## src/rtl/rpn_stack_evaluator_macros.svh

```systemverilog
// Assertion macros for the datapath (rpn_dp) of the stack evaluator.
`ifndef RPN_STACK_EVALUATOR_MACROS_SVH
`define RPN_STACK_EVALUATOR_MACROS_SVH

`ifndef SYNTH

`define RPN_ASSERT_IMP(lbl, clk, rstn, ante, cons, msg) \
  lbl: assert property (@(posedge clk) disable iff (!rstn) (ante) |-> (cons)) \
    else $error(msg);

`define RPN_ASSERT_NXT(lbl, clk, rstn, ante, cons, msg) \
  lbl: assert property (@(posedge clk) disable iff (!rstn) (ante) |=> (cons)) \
    else $error(msg);

`else

`define RPN_ASSERT_IMP(lbl, clk, rstn, ante, cons, msg)

`define RPN_ASSERT_NXT(lbl, clk, rstn, ante, cons, msg)

`endif

`endif

```

## src/rtl/rpn_pkg.sv

```systemverilog
`default_nettype none

package rpn_pkg;

  localparam int DATA_W      = 32;
  localparam int STACK_DEPTH = 64;
  localparam int ADDR_W      = $clog2(STACK_DEPTH);
  localparam int CNT_W       = $clog2(STACK_DEPTH + 1);
  localparam int DEPTH_W     = 7;
  localparam int CMD_W       = 3;
  localparam int STATUS_W    = 3;
  localparam int STEP_W      = $clog2(DATA_W);

  localparam logic [CMD_W-1:0] CMD_PUSH = 3'd0;
  localparam logic [CMD_W-1:0] CMD_ADD  = 3'd1;
  localparam logic [CMD_W-1:0] CMD_SUB  = 3'd2;
  localparam logic [CMD_W-1:0] CMD_MUL  = 3'd3;
  localparam logic [CMD_W-1:0] CMD_DIV  = 3'd4;

  localparam logic [STATUS_W-1:0] ST_OK        = 3'd0;
  localparam logic [STATUS_W-1:0] ST_UNDERFLOW = 3'd1;
  localparam logic [STATUS_W-1:0] ST_INVALID   = 3'd2;
  localparam logic [STATUS_W-1:0] ST_DIVZERO   = 3'd3;
  localparam logic [STATUS_W-1:0] ST_FULL      = 3'd4;

  typedef struct packed {
    logic                push;
    logic                rd_issue;
    logic                alu_load;
    logic                div_start;
    logic                div_take;
    logic                commit;
    logic                out_load;
    logic [CMD_W-1:0]    op;
    logic [STATUS_W-1:0] status;
  } dp_cmd_t;

  typedef struct packed {
    logic full;
    logic ge2;
    logic top_zero;
    logic div_done;
    logic out_free;
  } dp_sts_t;

endpackage

`default_nettype wire

```

## src/rtl/rpn_ram.sv

```systemverilog
`default_nettype none

module rpn_ram #(
  parameter int WIDTH = 32,
  parameter int DEPTH = 64
) (
  input  logic                     clk,
  input  logic                     we,
  input  logic [$clog2(DEPTH)-1:0] waddr,
  input  logic [WIDTH-1:0]         wdata,
  input  logic                     re,
  input  logic [$clog2(DEPTH)-1:0] raddr,
  output logic [WIDTH-1:0]         rdata
);

  logic [WIDTH-1:0] mem [DEPTH];
  logic [WIDTH-1:0] rdata_r;

  always_ff @(posedge clk) begin
    if (we) begin
      mem[waddr] <= wdata;
    end
    if (re) begin
      rdata_r <= mem[raddr];
    end
  end

  assign rdata = rdata_r;

endmodule

`default_nettype wire

```

## src/rtl/rpn_div.sv

```systemverilog
`default_nettype none

module rpn_div (
  input  logic                      clk,
  input  logic                      rst_n,
  input  logic                      start,
  input  logic [rpn_pkg::DATA_W-1:0] dividend,
  input  logic [rpn_pkg::DATA_W-1:0] divisor,
  output logic                      done,
  output logic [rpn_pkg::DATA_W-1:0] quotient
);

  localparam int W = rpn_pkg::DATA_W;

  logic                     busy_r, busy_nxt;
  logic                     fin_r, fin_nxt;
  logic [rpn_pkg::STEP_W-1:0] cnt_r, cnt_nxt;
  logic [W-1:0]             rem_r, rem_nxt;
  logic [W-1:0]             quo_r, quo_nxt;
  logic [W-1:0]             dvs_r, dvs_nxt;
  logic                     neg_r, neg_nxt;
  logic [W:0]               shifted;
  logic [W:0]               diff;
  logic                     ge;

  assign shifted = {rem_r, quo_r[W-1]};
  assign diff    = shifted - {1'b0, dvs_r};
  assign ge      = shifted >= {1'b0, dvs_r};

  always_comb begin
    busy_nxt = busy_r;
    fin_nxt  = 1'b0;
    cnt_nxt  = cnt_r;
    rem_nxt  = rem_r;
    quo_nxt  = quo_r;
    dvs_nxt  = dvs_r;
    neg_nxt  = neg_r;
    if (start) begin
      busy_nxt = 1'b1;
      cnt_nxt  = '0;
      rem_nxt  = '0;
      quo_nxt  = dividend[W-1] ? (W'(0) - dividend) : dividend;
      dvs_nxt  = divisor[W-1] ? (W'(0) - divisor) : divisor;
      neg_nxt  = dividend[W-1] ^ divisor[W-1];
    end else if (busy_r) begin
      rem_nxt = ge ? diff[W-1:0] : shifted[W-1:0];
      quo_nxt = {quo_r[W-2:0], ge};
      cnt_nxt = cnt_r + rpn_pkg::STEP_W'(1);
      if (cnt_r == rpn_pkg::STEP_W'(W - 1)) begin
        busy_nxt = 1'b0;
        fin_nxt  = 1'b1;
      end
    end
  end

  always_ff @(posedge clk) begin
    if (!rst_n) begin
      busy_r <= 1'b0;
      fin_r  <= 1'b0;
    end else begin
      busy_r <= busy_nxt;
      fin_r  <= fin_nxt;
    end
    cnt_r <= cnt_nxt;
    rem_r <= rem_nxt;
    quo_r <= quo_nxt;
    dvs_r <= dvs_nxt;
    neg_r <= neg_nxt;
  end

  assign done     = fin_r;
  assign quotient = neg_r ? (W'(0) - quo_r) : quo_r;

endmodule

`default_nettype wire

```

## src/rtl/rpn_dp.sv

```systemverilog
`default_nettype none
`include "rpn_stack_evaluator_macros.svh"

module rpn_dp (
  input  logic                          clk,
  input  logic                          rst_n,
  input  rpn_pkg::dp_cmd_t              cmd_i,
  output rpn_pkg::dp_sts_t              sts_o,
  input  logic [rpn_pkg::DATA_W-1:0]    operand,
  output logic                          out_valid,
  input  logic                          out_stall,
  output logic [rpn_pkg::STATUS_W-1:0]  out_status,
  output logic [rpn_pkg::DATA_W-1:0]    out_top_value,
  output logic [rpn_pkg::DEPTH_W-1:0]   out_depth
);

  localparam int W     = rpn_pkg::DATA_W;
  localparam int CNT_W = rpn_pkg::CNT_W;
  localparam int AW    = rpn_pkg::ADDR_W;

  logic [CNT_W-1:0]              count_r, count_nxt;
  logic [W-1:0]                  top_r, top_nxt;
  logic [W-1:0]                  res_r, res_nxt;
  logic                          out_valid_r, out_valid_nxt;
  logic [rpn_pkg::STATUS_W-1:0]  out_status_r, out_status_nxt;
  logic [W-1:0]                  out_top_r, out_top_nxt;
  logic [rpn_pkg::DEPTH_W-1:0]   out_depth_r, out_depth_nxt;

  logic [CNT_W-1:0] count_m2;
  logic             ram_we;
  logic [AW-1:0]    ram_waddr;
  logic [W-1:0]     ram_wdata;
  logic [W-1:0]     ram_rdata;
  logic [W-1:0]     alu_res;
  logic [2*W-1:0]   prod;
  logic             div_done;
  logic [W-1:0]     div_quo;
  logic             out_free;

  assign count_m2 = count_r - CNT_W'(2);
  assign out_free = !out_valid_r || !out_stall;

  assign ram_we    = cmd_i.push || cmd_i.commit;
  assign ram_waddr = cmd_i.push ? count_r[AW-1:0] : count_m2[AW-1:0];
  assign ram_wdata = cmd_i.push ? operand : res_r;

  rpn_ram #(
    .WIDTH (W),
    .DEPTH (rpn_pkg::STACK_DEPTH)
  ) u_stack_ram (
    .clk   (clk),
    .we    (ram_we),
    .waddr (ram_waddr),
    .wdata (ram_wdata),
    .re    (cmd_i.rd_issue),
    .raddr (count_m2[AW-1:0]),
    .rdata (ram_rdata)
  );

  rpn_div u_div (
    .clk      (clk),
    .rst_n    (rst_n),
    .start    (cmd_i.div_start),
    .dividend (ram_rdata),
    .divisor  (top_r),
    .done     (div_done),
    .quotient (div_quo)
  );

  assign prod = ram_rdata * top_r;

  always_comb begin
    case (cmd_i.op)
      rpn_pkg::CMD_SUB: alu_res = ram_rdata - top_r;
      rpn_pkg::CMD_MUL: alu_res = prod[W-1:0];
      default:          alu_res = ram_rdata + top_r;
    endcase
  end

  always_comb begin
    count_nxt      = count_r;
    top_nxt        = top_r;
    res_nxt        = res_r;
    out_valid_nxt  = out_valid_r;
    out_status_nxt = out_status_r;
    out_top_nxt    = out_top_r;
    out_depth_nxt  = out_depth_r;
    if (cmd_i.push) begin
      count_nxt = count_r + CNT_W'(1);
      top_nxt   = operand;
    end
    if (cmd_i.alu_load) begin
      res_nxt = alu_res;
    end
    if (cmd_i.div_take) begin
      res_nxt = div_quo;
    end
    if (cmd_i.commit) begin
      count_nxt = count_r - CNT_W'(1);
      top_nxt   = res_r;
    end
    if (out_valid_r && !out_stall) begin
      out_valid_nxt = 1'b0;
    end
    if (cmd_i.out_load) begin
      out_valid_nxt  = 1'b1;
      out_status_nxt = cmd_i.status;
      out_top_nxt    = (count_r != '0) ? top_r : '0;
      out_depth_nxt  = rpn_pkg::DEPTH_W'(count_r);
    end
  end

  always_ff @(posedge clk) begin
    if (!rst_n) begin
      count_r     <= '0;
      out_valid_r <= 1'b0;
    end else begin
      count_r     <= count_nxt;
      out_valid_r <= out_valid_nxt;
    end
    top_r        <= top_nxt;
    res_r        <= res_nxt;
    out_status_r <= out_status_nxt;
    out_top_r    <= out_top_nxt;
    out_depth_r  <= out_depth_nxt;
  end

  assign sts_o.full     = count_r == CNT_W'(rpn_pkg::STACK_DEPTH);
  assign sts_o.ge2      = count_r >= CNT_W'(2);
  assign sts_o.top_zero = top_r == '0;
  assign sts_o.div_done = div_done;
  assign sts_o.out_free = out_free;

  assign out_valid     = out_valid_r;
  assign out_status    = out_status_r;
  assign out_top_value = out_top_r;
  assign out_depth     = out_depth_r;

  `RPN_ASSERT_IMP(a_count_bound, clk, rst_n, 1'b1, count_r <= CNT_W'(rpn_pkg::STACK_DEPTH), "Stack count exceeds the stack depth.")
  `RPN_ASSERT_IMP(a_push_room, clk, rst_n, cmd_i.push, count_r < CNT_W'(rpn_pkg::STACK_DEPTH), "Push issued on a full stack.")
  `RPN_ASSERT_IMP(a_commit_two, clk, rst_n, cmd_i.commit, count_r >= CNT_W'(2), "Operator result written back with fewer than two elements.")
  `RPN_ASSERT_NXT(a_commit_pop, clk, rst_n, cmd_i.commit, (count_r + CNT_W'(1)) == $past(count_r), "Operator write-back did not drop the count by one.")
  `RPN_ASSERT_IMP(a_out_free, clk, rst_n, cmd_i.out_load, !out_valid_r || !out_stall, "Result register overwritten while a word is still waiting.")

endmodule

`default_nettype wire

```

## src/rtl/rpn_ctrl.sv

```systemverilog
`default_nettype none

module rpn_ctrl (
  input  logic                       clk,
  input  logic                       rst_n,
  input  logic                       in_valid,
  output logic                       in_stall,
  input  logic [rpn_pkg::CMD_W-1:0]  in_command,
  input  rpn_pkg::dp_sts_t           sts_i,
  output rpn_pkg::dp_cmd_t           cmd_o
);

  localparam logic [2:0] S_IDLE   = 3'd0;
  localparam logic [2:0] S_OPER   = 3'd1;
  localparam logic [2:0] S_DIVW   = 3'd2;
  localparam logic [2:0] S_COMMIT = 3'd3;
  localparam logic [2:0] S_RESULT = 3'd4;

  logic [2:0]                    state_r, state_nxt;
  logic [rpn_pkg::CMD_W-1:0]     op_r, op_nxt;
  logic [rpn_pkg::STATUS_W-1:0]  status_r, status_nxt;
  logic                          accept;

  assign in_stall = state_r != S_IDLE;
  assign accept   = in_valid && (state_r == S_IDLE);

  always_comb begin
    state_nxt  = state_r;
    op_nxt     = op_r;
    status_nxt = status_r;
    cmd_o      = '0;
    cmd_o.op     = op_r;
    cmd_o.status = status_r;
    unique case (state_r)
      S_IDLE: begin
        if (accept) begin
          op_nxt    = in_command;
          state_nxt = S_RESULT;
          unique case (in_command) inside
            rpn_pkg::CMD_PUSH: begin
              if (sts_i.full) begin
                status_nxt = rpn_pkg::ST_FULL;
              end else begin
                status_nxt = rpn_pkg::ST_OK;
                cmd_o.push = 1'b1;
              end
            end
            rpn_pkg::CMD_ADD, rpn_pkg::CMD_SUB, rpn_pkg::CMD_MUL, rpn_pkg::CMD_DIV: begin
              if (!sts_i.ge2) begin
                status_nxt = rpn_pkg::ST_UNDERFLOW;
              end else if ((in_command == rpn_pkg::CMD_DIV) && sts_i.top_zero) begin
                status_nxt = rpn_pkg::ST_DIVZERO;
              end else begin
                status_nxt     = rpn_pkg::ST_OK;
                cmd_o.rd_issue = 1'b1;
                state_nxt      = S_OPER;
              end
            end
            default: begin
              status_nxt = rpn_pkg::ST_INVALID;
            end
          endcase
        end
      end
      S_OPER: begin
        if (op_r == rpn_pkg::CMD_DIV) begin
          cmd_o.div_start = 1'b1;
          state_nxt       = S_DIVW;
        end else begin
          cmd_o.alu_load = 1'b1;
          state_nxt      = S_COMMIT;
        end
      end
      S_DIVW: begin
        if (sts_i.div_done) begin
          cmd_o.div_take = 1'b1;
          state_nxt      = S_COMMIT;
        end
      end
      S_COMMIT: begin
        cmd_o.commit = 1'b1;
        state_nxt    = S_RESULT;
      end
      S_RESULT: begin
        if (sts_i.out_free) begin
          cmd_o.out_load = 1'b1;
          state_nxt      = S_IDLE;
        end
      end
      default: begin
        state_nxt = S_IDLE;
      end
    endcase
  end

  always_ff @(posedge clk) begin
    if (!rst_n) begin
      state_r <= S_IDLE;
    end else begin
      state_r <= state_nxt;
    end
    op_r     <= op_nxt;
    status_r <= status_nxt;
  end

endmodule

`default_nettype wire

```

## src/rtl/rpn_stack_evaluator.sv

```systemverilog
// Postfix integer calculator on a 64-entry stack of 32-bit signed values. Each input word
// is a push of in_operand or an operator (add, subtract, multiply, divide) that combines the
// element below the top with the top, and each input word yields exactly one result word with
// the status, the new top (zero when the stack is empty) and the depth. Errors (underflow,
// invalid command, divide by zero, push onto a full stack) leave the stack unchanged. One word
// is processed at a time. A push, an invalid command or any error goes from acceptance to the
// result state; add, subtract and multiply pass an operate and a write-back state first
// because the element below the top is read from the stack RAM and written back, and divide
// also waits for the divider, which resolves one quotient bit per cycle. A new word is
// accepted while the previous result still waits in the output register.
`default_nettype none

module rpn_stack_evaluator (
  input  logic                               clk,
  input  logic                               rst_n,
  input  logic                               in_valid,
  output logic                               in_stall,
  input  logic        [rpn_pkg::CMD_W-1:0]   in_command,
  input  logic signed [rpn_pkg::DATA_W-1:0]  in_operand,
  output logic                               out_valid,
  input  logic                               out_stall,
  output logic        [rpn_pkg::STATUS_W-1:0] out_status,
  output logic signed [rpn_pkg::DATA_W-1:0]  out_top_value,
  output logic        [rpn_pkg::DEPTH_W-1:0] out_depth
);

  rpn_pkg::dp_cmd_t dp_cmd;
  rpn_pkg::dp_sts_t dp_sts;

  rpn_ctrl u_ctrl (
    .clk        (clk),
    .rst_n      (rst_n),
    .in_valid   (in_valid),
    .in_stall   (in_stall),
    .in_command (in_command),
    .sts_i      (dp_sts),
    .cmd_o      (dp_cmd)
  );

  rpn_dp u_dp (
    .clk           (clk),
    .rst_n         (rst_n),
    .cmd_i         (dp_cmd),
    .sts_o         (dp_sts),
    .operand       (in_operand),
    .out_valid     (out_valid),
    .out_stall     (out_stall),
    .out_status    (out_status),
    .out_top_value (out_top_value),
    .out_depth     (out_depth)
  );

endmodule

`default_nettype wire
```

## config.mk

```make
export PLATFORM = sky130hd
export DESIGN_NAME = rpn_stack_evaluator
export DESIGN_NICKNAME = d
export VERILOG_FILES = /design/src/rtl/rpn_pkg.sv /design/src/rtl/rpn_ram.sv /design/src/rtl/rpn_div.sv /design/src/rtl/rpn_dp.sv /design/src/rtl/rpn_ctrl.sv /design/src/rtl/rpn_stack_evaluator.sv
export VERILOG_INCLUDE_DIRS = /design/src /design/src/rtl
export SDC_FILE = /design/constraint.sdc
export NUM_CORES = 2
export LEC_CHECK = 0
export ABC_CLOCK_PERIOD_IN_PS = 7500
export BUFFER_PORTS_ARGS = -buffer_cell sky130_fd_sc_hd__buf_2
export CORE_ASPECT_RATIO = 1.4
export CORE_MARGIN = 2
export CORE_UTILIZATION = 45
export CTS_CLUSTER_SIZE = 14
export DETAILED_ROUTE_END_ITERATION = 12
export GPL_ROUTABILITY_DRIVEN = 0
export SLEW_MARGIN = 20
export SYNTH_ARGS = -nofsm -noshare
export SYNTH_HDL_FRONTEND = slang
export SYNTH_SLANG_ARGS = --single-unit
export TNS_END_PERCENT = 5
```

## constraint.sdc

```tcl
create_clock -name clk -period 7.5 [get_ports clk]
set_input_delay 1.125 -clock clk [delete_from_list [all_inputs] [get_ports clk]]
set_output_delay 1.125 -clock clk [all_outputs]
set_load 0.005 [all_outputs]
```

# Word level (Yosys, flattened, before mapping)
# Memory sizes are Yosys's and may differ from the RTL's. A register that Yosys moved wholly into a read port is not among the register bits.
# Index checks and enable logic that the tools add are counted.
# word_totals
ramBits	2048
register_bits	227
in_bits	39
elab_cells	121
output_inout_bits	44
mem_count	1
# classes
n_reduce_logical	20
eq_ne	16
bitwise_logic	3
add_sub_neg	10
mux	50
magnitude_cmp	2
multipliers	1
# memory_table
memory	depth	width	read_ports	rd_clocked_by_memory_dff	write_ports	line	rtl
u_dp.u_stack_ram.mem	64	32	1	1	1	rpn_ram.sv:16	logic [WIDTH-1:0] mem [DEPTH];
# op_table
operator	n
32-bit two-way mux	10
1-bit by 32-bit subtractor with 32-bit output, first input constant	3
32-bit one-hot mux with 2 select lines	1
32-bit subtractor	2
33-bit by 32-bit greater-or-equal comparator with 1-bit output	1
32-bit adder	1
32-bit zero test	1
32-bit by 32-bit multiplier with 32-bit output	1
31-bit two-way mux	1
1-bit two-way mux	21
3-bit two-way mux	7
3-bit by 2-bit == test with 1-bit output, second input constant	6
3-bit one-hot mux with 5 select lines	1
7-bit two-way mux	2
2-bit two-way mux	5
3-bit == test, second input constant	3
2-bit nonzero test	4
7-bit by 1-bit adder with 7-bit output, second input constant	1
7-bit == test, second input constant	1
7-bit by 2-bit greater-or-equal comparator with 1-bit output, second input constant	1
7-bit nonzero test	1
7-bit by 1-bit subtractor with 7-bit output, second input constant	1
3-bit by 1-bit == test with 1-bit output, second input constant	2
3-bit zero test	2
16 further kinds	23

# Logic depth before layout (Yosys ltp)
# depth
ltp_word	10
mapped_depth	28

# Hierarchy
# Synthesis repeated with hierarchy kept, for this count alone.
# hier_totals
hier_cells	6705
hier_area_um2	110186.9
# by_module_without_submodules
module	area_each_um2	n_inst	cells_each	seq_area_each_um2
rpn_ram	78835.6	1	3324	62459.9
rpn_dp	23463.8	1	2497	3343.2
rpn_div	7427.1	1	844	2732.6
rpn_ctrl	460.4	1	40	240.2

# Worst setup path after synthesis
# Ideal clock, no wire load.
# synth_timing
path_type	reg2reg
start	reg u_dp.u_stack_ram.rdata_r[16] (netlist: u_dp.u_stack_ram.rdata[16]) (read register of u_dp.u_stack_ram.mem)
end	reg u_dp.res_r[27], data pin
synth_period_minus_slack_ns	7.177
setup_ns	0.270
t_arrival_ns	6.907
setup_slack_ns	0.323
required_time_ns	7.230
path_stages_with_launch	25
path_cell_list	edfxtp_1 clkbuf_1 clkbuf_1 and2_1 fa_1 inv_1 fa_1 fa_1 fa_1 inv_1 fa_1 inv_1 fa_1 inv_1 fa_1 fa_1 ha_1 a21o_1 a21o_1 a221oi_1 o21ai_0 a31oi_1 xnor2_1 a211oi_1 a21oi_1
# synth_via
elab_chain_len	4
elab_cells_between_ends	6
# synth_rtl
element	line	rtl
start, declared	rpn_ram.sv:17	logic [WIDTH-1:0] rdata_r;
32-bit by 32-bit multiplier with 32-bit output, or another cell as far along	rpn_dp.sv:70	assign prod = ram_rdata * top_r;
32-bit one-hot mux with 2 select lines (*)	rpn_dp.sv:73	case (cmd_i.op)
32-bit two-way mux (*)	rpn_dp.sv:92	if (cmd_i.alu_load) begin
32-bit two-way mux (*)	rpn_dp.sv:95	if (cmd_i.div_take) begin
via u_dp.res_nxt[27]	rpn_dp.sv:23	logic [W-1:0] res_r, res_nxt;
end signal, assigned	rpn_dp.sv:122	res_r <= res_nxt;
end, declared	rpn_dp.sv:23	
# The timed path passes the listed nets; every way through them passes the cells marked *. The select of a mux whose other input is x is not followed.
# A chain may end at the register's enable or synchronous reset.

# Final worst setup path
# layout_timing
start	reg u_dp.u_stack_ram.rdata_r[20] (netlist: u_dp.u_stack_ram.rdata[20]) (read register of u_dp.u_stack_ram.mem)
end	reg u_dp.res_r[31], data pin
# The elaborated chain is that of the path after synthesis.

==> results list <==
- Warnings, synthesis: 0
* Period utilization: 98.0%
- In the final routed layout, each cell accounts on average for 28.8 um.
* Crit path capture type: register
- Static Leak: 41.7 nW
- The slowest stage of the critical path is the fa_1 cell.
* Clock edge transition at the registers on the reported setup and hold paths: 70 ps
* Cell area after synthesis: 110,000 um^2
- Counting both buffers and inverters, the worst setup path holds a total of 3.
* Cells after Synth: 6,562
* Run status: complete, no violations
* Worst slew slack as a fraction of its limit: 23.0%
* Number of nets with antenna violations after detailed routing: 0
* Effective utilization at floorplan: 45.3%
- Walking the worst path, the cells encountered are buf_4 > and2_1 > fa_1 > fa_1 > fa_1 > inv_1 > fa_1 > inv_1 > fa_1 > fa_1 > fa_1 > fa_1 > ha_1 > o21ai_0 > nand2b_1 > and3_1 > a21oi_1 > o31a_1 > o21ai_0 > xnor2_1 > nand2_1 > a31oi_1.
- Peak fanout along the critical path: 8
* Total I/O pin count: 83
- Sum of net half-perimeters after detailed placement: 194,000 um
- The setup check on the worst reg-to-reg path leaves a slack of 150 ps.
- After routing, the total negative slack on setup checks comes to 0 ps.
- PwrDens: 258 nW/um^2
- The detailed router finished its first iteration with 5,278 violations.
- Seq/Total Area, Yosys: 62.5%
* Distinct cell type count of the synthesized netlist: 79
* Number of standard-cell rows in the floorplan: 214
* Post-synth top flop: edfxtp_1
- Across the run, the number of max-cap violations was 0.
- Layout area overhead: 11.6%
- After floorplanning, the core was sized to cover 243,000 um^2.
- Setup violations remaining at the end of the flow were counted as 0.
- # nets final: 7,409
* Max VDD drop: 0.348 mV
- Library cell occupying the most area in the post-synthesis netlist: edfxtp_1
* Syn nets: 7,210
* Initial antenna violation count: 14
- Largest stage delay, worst path: 590 ps
- The routed design could run at a clock period as short as 7350 ps.
- Share of post-route cells with drive strength above 1: 20.8%
- Fill cell instance count of the final layout: 20,100
- Data on the critical path is required at its endpoint by 8190 ps.
- Clock latency on the worst-skew pair, taken at its later pin, is 870 ps.
- The clock passes through at most 4 buffers.
* Async S/R FF share, synth: 0%
- In this run the cell area measured after placement is 116,000 um^2.
* Final routed DRC violation total: 0
- Total Power Consumption: 31.7 mW
- Summed over all layers, the global routing overflow is 0.
* RSZ-0062 raised after global routing: yes
- Critical path startpoint category: register
- Die area: 249,000 um^2
- Using the TritonRoute via totals, the vias-per-cell ratio works out to 5.80.
- The number of max-slew violations in the final report came to 0.
- Measured along the x axis, the die boundary spans 422 um.
- Post-synth EDFFs: 2,257
- Critical path data arrival time: 8040 ps
* Mean cell area of the mapped netlist: 16.8 um^2
- The finished cells cover 123,000 um^2.
- Worst Hold Class: register to register
* Port Buffer Count: 82
- In this run the clock root is driven by a clkbuf_16.
- The critical path in this run is classified as register to register.
- Vertical die dimension: 589 um
- The cell that appears most often on the critical path is fa_1.
* Number of buffers inserted during clock tree synthesis: 217
* Multi-input gate area: 39,100 um^2
* Total number of vias: 58,900
- The final-report hold violation count came to 0.
- Post-synth top cells: edfxtp_1, mux4_2, nand2_1
- Top-count cell post-synth: edfxtp_1
- Actual transition at the worst max-transition pin: 1150 ps
- Area used by sequential logic in the layout: 68,800 um^2
- On the final layout, the worst hold slack is 433 ps.
- Pin count of the biggest net entering global routing: 146
- For the final database, setup skew stands at 41.7 ps.
* Number of global-route vias before repair: 62,200
- Hold buffer count at cts: 0
- Counting every sink on the clock net gives 2,307.
- For this run, the top clock speed supported by timing is 136 MHz.
* Global-route wire length before repair: 428,000 um
- The routed design has 293,000 um of wire.
* Top post-synthesis cells by area: edfxtp_1, mux4_2, fa_1
* Critical path's top delay family: adder cells
- Global routing consumed, over all layers together, 23.6% of the routing resources.
- CTS HTree Levels: 4
* Clock tree from TritonCTS: built
* Register bit total from synthesis: 2,307
* Number of optimization iterations in the first detailed-route pass: 8
- Top-area cell type share of the netlist area: 61.6%
registers in the layout, summed over array words and instances, names as in the netlist, 3 cells and up:
name,cells
u_dp.out_status,3
u_dp.u_stack_ram.rdata,32
u_ctrl.status_r,3
u_ctrl.op_r,3
u_dp.u_div.dvs_r,32
u_dp.u_div.quo_r,32
u_dp.u_div.cnt_r,5
u_dp.u_div.rem_r,32
u_ctrl.state_r,3
u_dp.count_r,7
u_dp.res_r,32
u_dp.u_stack_ram.mem,2048
u_dp.out_depth,7
u_dp.out_top_value,32
u_dp.top_r,32
power breakdown:
part | internal (mW) | leakage [nW] | switching [mW]
Sequential | 14.2 | 20.7 | 0.0744
Combinational | 2.96 | 17.8 | 4.12
Clock | 5.64 | 3.17 | 4.74
Total | 22.8 | 41.7 | 8.93
cell type report:
cell class	instances	area share (%)
diodes	1	0.00204
clock inverters	98	0.650
repair buffers	339	2.27
multi-input cells	3448	31.8
clock buffers	271	4.61
flip-flops and latches	2307	56.0
inverters	448	1.37
well taps	3240	3.30
metrics by stage:
stage,std cells,setup slack [ps],util [%]
after global placement,9772,57.3,47.8
final,10200,152,50.5
after global routing,10200,-75.7,50.5
after floorplan,6562,323,-
after detailed placement,9774,6.58,47.8
after CTS,10100,80.9,50.4
metal layers:
layer / global-route usage [%] / routed length [um]
met5: 0 / 32
met4: 11.3 / 16100
met3: 2.70 / 14600
met2: 42.2 / 154000
met1: 28.4 / 108000
cell families (layout without fill, tap and decap cells):
logic type | count (synthesis) | after routing | synth area share [%]
flip-flops | 2307 | 2307 | 62.5
AND/OR/NAND/NOR | 1356 | 1356 | 6.01
buffers and inverters | 807 | 1156 | 2.79
multiplexers | 696 | 696 | 13.9
adder cells (fa/ha/maj) | 609 | 609 | 9.73
AO/OA/AOI/OAI | 520 | 520 | 2.98
XOR/XNOR | 267 | 267 | 2.12
other | 0 | 1 | 0
placed cells by master, fill, tap and decap left out, types with 32 or more instances in the layout:
| cell | instances |
|---|---|
| edfxtp_1 | 2257 |
| mux4_2 | 665 |
| nand2_1 | 556 |
| inv_1 | 445 |
| fa_1 | 411 |
| and2_1 | 317 |
| clkbuf_16 | 218 |
| buf_4 | 218 |
| ha_1 | 196 |
| xnor2_1 | 149 |
| o21ai_0 | 144 |
| nor2_1 | 121 |
| a21oi_1 | 118 |
| xor2_1 | 114 |
| buf_2 | 82 |
| nor2_4 | 65 |
| clkbuf_1 | 52 |
| dfxtp_1 | 47 |
| nor2b_1 | 46 |
| a21o_1 | 44 |
| a211oi_1 | 42 |
| clkinv_1 | 39 |
| clkinv_2 | 35 |
| buf_12 | 34 |
| o31ai_1 | 32 |
what timing repair did:
item                                    CTS  global route
pin swaps                                 0             5
setup buffers                             0             7
endpoints found under the setup margin    2             9
resized for setup                         1            15
final timing paths:
kind | from | to | depth (start not counted)
max | u_dp.u_stack_ram.rdata[20] | u_dp.res_r[31] | 22
min | u_ctrl.status_r[0] | u_dp.out_status[0] | 0
min reg2reg | u_ctrl.status_r[0] | u_dp.out_status[0] | 0
max reg2reg | u_dp.u_stack_ram.rdata[20] | u_dp.res_r[31] | 22
Power figures use the tool's default switching activity.
